`src/sv/sit_pkg.sv`:
```
// sit_pkg: shared types and constants for the sorted insertion table.
// Holds the capacity, field widths, channel payload structs and codes.
// No dependencies.
`timescale 1ns / 1ps

package sit_pkg;

  localparam int CAPACITY = 64;               // number of table cells, 2..64 with the POS_W and ECNT_W below
  localparam int VAL_W    = 32;
  localparam int POS_W    = 6;                // width of position / read_index fields
  localparam int ECNT_W   = 7;                // width of entry_count field
  localparam int IDX_W    = $clog2(CAPACITY); // cell index width
  localparam int CNT_W    = $clog2(CAPACITY + 1);
  localparam int CMP_W    = (CNT_W > POS_W) ? CNT_W : POS_W;

  // read path: cells are picked in groups, within each group first, then the group
  localparam int GRP_W    = 3;
  localparam int GRP      = 1 << GRP_W;
  localparam int NGRP     = (CAPACITY + GRP - 1) / GRP;

  typedef logic signed [VAL_W-1:0] val_t;

  typedef enum logic {
    CMD_INSERT = 1'b0,
    CMD_READ   = 1'b1
  } cmd_e;

  typedef enum logic [1:0] {
    ST_OK    = 2'd0,
    ST_FULL  = 2'd1,
    ST_RANGE = 2'd2
  } status_e;

  typedef enum logic [1:0] {
    S_IDLE,
    S_WORK,
    S_READ
  } state_e;

  typedef struct packed {
    cmd_e             command;
    val_t             new_value;
    logic [POS_W-1:0] read_index;
  } in_t;

  typedef struct packed {
    logic [POS_W-1:0]  position;
    val_t              read_value;
    logic [ECNT_W-1:0] entry_count;
    status_e           status;
  } out_t;

  // what one cell hands to its right-hand neighbor
  typedef struct packed {
    logic shift;   // this cell moves up (empty, or holds a larger value)
    val_t value;
  } link_t;

endpackage

```
`src/sv/sit_cell.sv`:
```
// sit_cell: one cell of the insertion chain; holds a single table value.
// Compares against the incoming value and, on insert, keeps its value or takes
// the new value or its left neighbor's value. Depends on sit_pkg.
`timescale 1ns / 1ps

module sit_cell (
  input  logic          clk_i,
  input  logic          upd_i,
  input  logic          occ_i,
  input  sit_pkg::val_t new_value_i,
  input  sit_pkg::link_t left_i,
  output sit_pkg::link_t link_o,
  output sit_pkg::val_t value_o
);

  sit_pkg::val_t value_q;
  sit_pkg::val_t value_d;
  logic          shift;

  // equal values stay put, so the new one lands after them
  assign shift = !occ_i || ($signed(value_q) > $signed(new_value_i));

  always_comb begin
    value_d = value_q;
    if (shift) begin
      value_d = left_i.shift ? left_i.value : new_value_i;
    end
  end

  always_ff @(posedge clk_i) begin
    if (upd_i) begin
      value_q <= value_d;
    end
  end

  assign link_o.shift = shift;
  assign link_o.value = value_q;
  assign value_o      = value_q;

endmodule

```
`config.mk`:
```
export PLATFORM = sky130hd
export DESIGN_NAME = sit_cell
export DESIGN_NICKNAME = d
export VERILOG_FILES = /design/src/sv/sit_pkg.sv /design/src/sv/sit_cell.sv
export SDC_FILE = /design/constraint.sdc
export NUM_CORES = 1
export LEC_CHECK = 0
export ABC_CLOCK_PERIOD_IN_PS = 7700
export BUFFER_PORTS_ARGS = -buffer_cell sky130_fd_sc_hd__buf_2
export CELL_PAD_IN_SITES_DETAIL_PLACEMENT = 0
export CELL_PAD_IN_SITES_GLOBAL_PLACEMENT = 2
export CORE_MARGIN = 1.5
export CORE_UTILIZATION = 27
export CTS_BUF_LIST = sky130_fd_sc_hd__clkbuf_8
export DETAILED_ROUTE_END_ITERATION = 8
export PLACE_DENSITY_LB_ADDON = 0.08
export REMOVE_ABC_BUFFERS = 1
export SLEW_MARGIN = 20
export SYNTH_ARGS = -nofsm -noshare
export SYNTH_HDL_FRONTEND = slang
export SYNTH_SLANG_ARGS = --single-unit
```
`constraint.sdc`:
```
create_clock -name clk_i -period 7.7 [get_ports clk_i]
set_input_delay 0.77 -clock clk_i [delete_from_list [all_inputs] [get_ports clk_i]]
set_output_delay 0.77 -clock clk_i [all_outputs]
set_load 0.02 [all_outputs]
```
Word level (Yosys, flattened, before mapping)
Index checks and enable logic that the tools add are counted.

word-level totals
  register bits after elaboration = 32
  word-level logic and storage cells = 6

operators by class
  reductions and logical operators = 3
  muxes and demuxes = 1
  order comparisons = 1

operators by type and width
  kind                count
  $gt A32 B32 Y1      1
  $mux W32            1
  $reduce_and A2 Y1   1
  $logic_not A1 Y1    1
  $logic_or A1 B1 Y1  1

Depth between registers and ports, before layout
Gate-level depths: netlist of run 1.

  word-level depth = 3
  gate-level depth with buffers = 9

Worst setup path before layout of run 1
No wires, ideal clock.

  path kind = input -> register
  from = input port new_value_i[21]
  to = register value_q[0] (netlist: value_o[0]) (enable)
  data arrival time = 4.374 ns
  buffers on the path = 0
  setup time = 0.468 ns
  setup slack = 2.859 ns
  data required time = 7.232 ns
  cell stages on the path = 8
  cells stage by stage = inv_1 > ha_1 > a211oi_2 > o21ai_1 > a2111oi_2 > or4b_1 > o31ai_1 > nor3b_1

between the ends
  word-level cells in the longest chain between the ends = 3

RTL lines
  what                                RTL line        RTL
  start, declared                     sit_cell.sv:10  input sit_pkg::val_t new_value_i,
  $gt A32 B32 Y1                      sit_cell.sv:21  assign shift = !occ_i || ($signed(value_q) > $signed(new_value_i));
  $logic_or A1 B1 Y1                  sit_cell.sv:21
  $reduce_and A2 Y1 (no source line)  -
  end signal, assigned                sit_cell.sv:32  value_q <= value_d;
  end, declared                       sit_cell.sv:16  sit_pkg::val_t value_q;

Every way passes these cells.
A chain may end at the register's enable or synchronous reset.

==> results of run 1 <==
==> final timing paths <==
| kind | start | end | slack (ps) | depth (start not counted) |
|---|---|---|---|---|
| max | new_value_i[21] | link_o[32] | 4270 | 10 |
| min | left_i[16] | value_o[16]$_DFFE_PP_ | 760 | 3 |
| min reg2reg | value_o[2]$_DFFE_PP_ | value_o[10]$_DFFE_PP_ | 1370 | 4 |
| max reg2reg | value_o[14]$_DFFE_PP_ | value_o[26]$_DFFE_PP_ | 4610 | 8 |
==> layout make-up <==
class                      instances  area (sq um)  area share [%]
multi-input combinational        152          1020            34.2
sequential                        32           961            32.1
timing repair buffer             133           668            22.3
tap                              108           135            4.52
inverter                          33           124            4.14
clock buffer                       5          68.8            2.30
clock inverter                     3          11.3           0.376
==> through the flow <==
step	utilization, %	total power (uW)
after global placement	33.7	392
after global routing	34.7	542
final	34.7	509
after detailed placement	33.7	392
after floorplan	-	324
after CTS	34.6	521
==> worst reg2reg max path, cell delays in order, from the launching register on <==
cell and delay, ps:
edfxtp_1 410, ha_1 340, nand4_1 160, nor4_1 460, o21ai_1 130, a21oi_1 140, nor3_1 90, nor3b_4 610
buf_4 420
==> synth_stat cells <==
master	count
a221oi_1	1
buf_4	33
nand3_1	4
nand2b_1	1
o21ai_1	4
nor3b_1	1
inv_1	33
a2111oi_2	1
nor3_2	1
a21o_1	2
nor4_1	1
a211oi_2	1
ha_1	32
o21ai_0	33
nor3_1	3
o21bai_1	1
mux2_2	1
or4b_1	1
o211ai_1	1
nor2_1	3
a21oi_1	10
o31ai_1	1
nand4_1	4
a211oi_1	1
nand2_1	42
and4_1	1
o21a_1	1
edfxtp_1	32
clkbuf_1	7
==> kinds of logic (layout without fill, tap and decap cells) <==
group                    after synthesis  count (layout)  synth area share, %
AO/OA/AOI/OAI                         57              57                 13.7
adder cells (fa/ha/maj)               32              32                 16.9
buffers and inverters                 73             174                 16.8
multiplexers                           1               1                0.475
flip-flops                            32              32                 40.5
AND/OR/NAND/NOR                       62              62                 11.7
==> per-layer routing <==
metal	up-vias	GRT usage (%)	share of wire [%]
met5	-	0	0
met4	0	3.34	1.0
met3	7	3.11	6.5
met2	79	20.0	47
met1	908	15.9	45
li1	1056	-	-
==> power breakdown <==
group	switching [uW]	internal [uW]	leakage, uW
logic	98.7	60.7	0.00117
registers	12.0	213	0.000313
clock network	64.1	60.3	0.0000482
==> impl_metrics.ini, run 1 <==
[power_and_ir_drop]
leakagePower_uw = 0.00153
ir_worst_vdd_mv = 0.0643
power_density_nw_per_um2 = 170

[route]
drt-total-wl_microns = 5790
drt_iter0_markers = 43
ant_nets = 0
drc_errors = 0
drt_pass1_iterations = 4
wire_per_inst_microns = 12.4
viasPerCell = 4.40
dr_total_vias = 2050

[grt]
grtUsageTotal_pct = 12.2
antenna_found_initial = 0
overflow = 0
grt_max_degree = 64
grt_pass1_vias = 1911
grt_pass1_wl_microns = 9230

[yosys]
ys_top_cells_by_area = edfxtp_1, ha_1, buf_4, o21ai_0, nand2_1
yosysTopAreaCell = edfxtp_1
syn_avg_cell_area_sq_um = 9.23
synthCells = 257
syn_area_sq_um = 2370
synth_top_area_share_pct = 40.5
yosysWarningCount = 0
ys_types = 29
ys_ff_latch = 32
seq_area_frac_synth_pct = 40.5

[die]
core_sq_um = 8640
pin_count = 133
die_x_microns = 96.7
rows = 34
die_h_microns = 96.7
start_util_pct = 27.5
die_area_sq_um = 9360

[placement]
hpwl_microns = 4620
numPortBuffers = 132
dpl_cell_area_sq_um = 2910
place.gp.congestion = 0.704
dp_slack_ps = 3740
dp.cells = 458

[cells_and_area]
final_nets = 457
layout-drive-gt1-share_pct = 39.9
antenna_cells = 0
largest_reg_flops = 32
instances_no_fill = 466
design_area_sq_um = 2990
fill_cells = 952
layout_commonest_cell = buf_2
layout_common_cells = buf_2, nand2_1, inv_1
area_growth_pct = 26.2

[timing]
fmax_mhz = 291
worst_pin_slew_ps = 954
finalSetupViolations = 0
rsz0062_at_grt = no
setup_tns_ps = 0
slew_viol_final = 0
hold_viol = 0
skew_ps = 2.81
hold_slack_ps = 760
finalCritPeriodShare_pct = 44.6
setup_ws_ps = 4270
slew_headroom_pct = 36.4
period_minus_slack_ps = 3430

[worst_setup_path]
crit_fanout = 2
worstPathCellList = buf_2, inv_1, ha_1, a211oi_2, o21ai_1, a2111oi_2, o21bai_1, nor3_1, nor2_1, buf_2
crit_type = input port to output port
critPathBufInv = 3
worst_ep_required_time_ps = 6930
cp-start-kind = input port
crit_top_cell = buf_2
slowest_delay_ps = 330
cpMaxStageDelayCell = a2111oi_2
cp-end-kind = output port
critical-path-top-delay-family = compound AO/OA/AOI/OAI gates
arrival_ps = 2660

[cts]
path_clk_slew_ps = 70
clk_latency_ps = 280
cts.sinks = 32
cts_tree = done
postCtsSetupRepairBufs = 0
cts_max_path_buffers = 2
postCtsHoldBufs = 0
cts_root_buf = clkbuf_8
h-tree-depth = 2
cts_buffers = 5
cts_resized = 0

[job]
max_cap_viol_count = 0

[status]
outcome = completed

[hold_path]
hold_path.class = input port to flop
Note: power is estimated with default switching activity, not from simulation.
==> inputs of run 2 (changes only) <==
ABC_CLOCK_PERIOD_IN_PS = 2870   (was 7700)
CORE_UTILIZATION = 23   (was 27)
clock period = 2.87 ns   (was 7.7 ns; I/O delays follow)
==> run 2 against run 1 <==
  * Sequential share of layout area decreased by 0.77 points
  * Critical path depth decreased by 2
  * Hold slack got worse by 480 ps
  * Critical path type is now flop to output port
  * Register-to-register slack got worse by 4300 ps
  * Final area increased by 2.5%
  * Die area increased by 17%
  * First-iteration DRC count increased by 9.3%
==> impl_metrics.ini, run 2 (same netlist as run 1, synthesis figures left out) <==
[worst_setup_path]
slowest_delay_ps = 500
crit_type = flop to output port
worstPathCellList = ha_1, nand4_1, nor3_4, o21ai_1, or4b_1, o31ai_1, nor2_1, buf_2
cpMaxStageDelayCell = or4b_1
arrival_ps = 2380
crit_fanout = 3
cp-start-kind = flop
worst_ep_required_time_ps = 2580
cp-end-kind = output port

[timing]
slew_headroom_pct = 73.7
slew_viol_final = 0
skew_ps = 8.54
finalCritPeriodShare_pct = 93.1
fmax_mhz = 374
period_minus_slack_ps = 2670
worst_pin_slew_ps = 395
hold_viol = 0
setup_ws_ps = 198
finalSetupViolations = 0
hold_slack_ps = 276
rsz0062_at_grt = no

[die]
core_sq_um = 9910
rows = 36
die_area_sq_um = 10900
die_x_microns = 105
pin_count = 133
die_h_microns = 105
start_util_pct = 23.9

[cts]
cts.sinks = 32
cts_root_buf = clkbuf_8
cts_tree = done
h-tree-depth = 2
cts_max_path_buffers = 2
cts_buffers = 5
clk_latency_ps = 280
path_clk_slew_ps = 80

[placement]
place.gp.congestion = 0.675
dpl_cell_area_sq_um = 2970
dp_slack_ps = 300
hpwl_microns = 5050
dp.cells = 487
numPortBuffers = 132

[cells_and_area]
layout_commonest_cell = buf_2
layout_common_cells = buf_2, nand2_1, inv_1
largest_reg_flops = 32
layout-drive-gt1-share_pct = 41.0
antenna_cells = 0
final_nets = 462
area_growth_pct = 29.3
design_area_sq_um = 3070
instances_no_fill = 496
fill_cells = 1122

[power_and_ir_drop]
total_power_uw = 1380
power_density_nw_per_um2 = 450
ir_worst_vdd_mv = 0.137
leakagePower_uw = 0.00157

[route]
drt-total-wl_microns = 6140
drt_pass1_iterations = 4
drc_errors = 0
dr_total_vias = 2023
viasPerCell = 4.08
ant_nets = 0
drt_iter0_markers = 47
wire_per_inst_microns = 12.4

[grt]
grt_max_degree = 33
overflow = 0
antenna_found_initial = 0
grt_pass1_wl_microns = 9870
grtUsageTotal_pct = 11.5
grt_pass1_vias = 1989

[status]
outcome = completed

[job]
max_cap_viol_count = 0

[hold_path]
hold_path.class = input port to flop
-- run 2: cell types whose count changed in the layout (fill, tap and decap cells not counted), sizes merged --
cell	change
buf	+5
-- run 2: through the flow --
stage / util [%] / setup TNS [ps]
4_1_cts: 30.8 / 0
6_report: 30.9 / 0
2_1_floorplan: - / -57360
3_3_place_gp: 29.9 / 0
5_1_grt: 30.9 / 0
3_5_place_dp: 29.9 / 0
-- run 2: repair_timing --
item | CTS | global route
gates resized for setup | 0 | 2
endpoints found under the setup margin | 0 | 1
buffers inserted | 0 | 1
hold buffers | 0 | 0
-- run 2: cell type report --
type	instances	area (sq um)	share of cell area (%)
repair buffers	138	706	23.0
inverters	33	124	4.04
clock buffers	5	68.8	2.24
flip-flops and latches	32	961	31.3
multi-input cells	152	1030	33.6
well taps	133	166	5.43
clock inverters	3	11.3	0.367
-- run 2: critical path, delay by kind of cell, from the launching register on --
family / cells / cell delay (ps)
buffers and inverters: 1 / 180
adder cells (fa/ha/maj): 1 / 340
flip-flops: 1 / 430
AO/OA/AOI/OAI: 2 / 220
AND/OR/NAND/NOR: 4 / 940
-- run 2: path summary, 6_finish.rpt --
kind,startpoint,endpoint,slack (ps),cells past startpoint
hold reg to reg,value_o[2]$_DFFE_PP_,value_o[11]$_DFFE_PP_,1400,5
setup reg to reg,value_o[21]$_DFFE_PP_,value_o[25]$_DFFE_PP_,330,8
setup / recovery,value_o[31]$_DFFE_PP_,link_o[32],200,8
hold / removal,left_i[17],value_o[17]$_DFFE_PP_,280,3
-- run 2: metal layers --
| metal | vias up | global-route usage (%) | wire (microns) |
|---|---|---|---|
| met5 | - | 0 | 0 |
| met1 | 882 | 14.7 | 2800 |
| li1 | 1062 | - | - |
| met2 | 75 | 19.5 | 2970 |
| met3 | 4 | 2.56 | 322 |
| met4 | 0 | 3.27 | 49 |
-- run 2: power by group --
part	switching [uW]	leakage, uW	internal [uW]	total, uW
combinational	270	0.00121	167	438
clock	176	0.0000482	162	338
sequential	31.3	0.000313	572	603
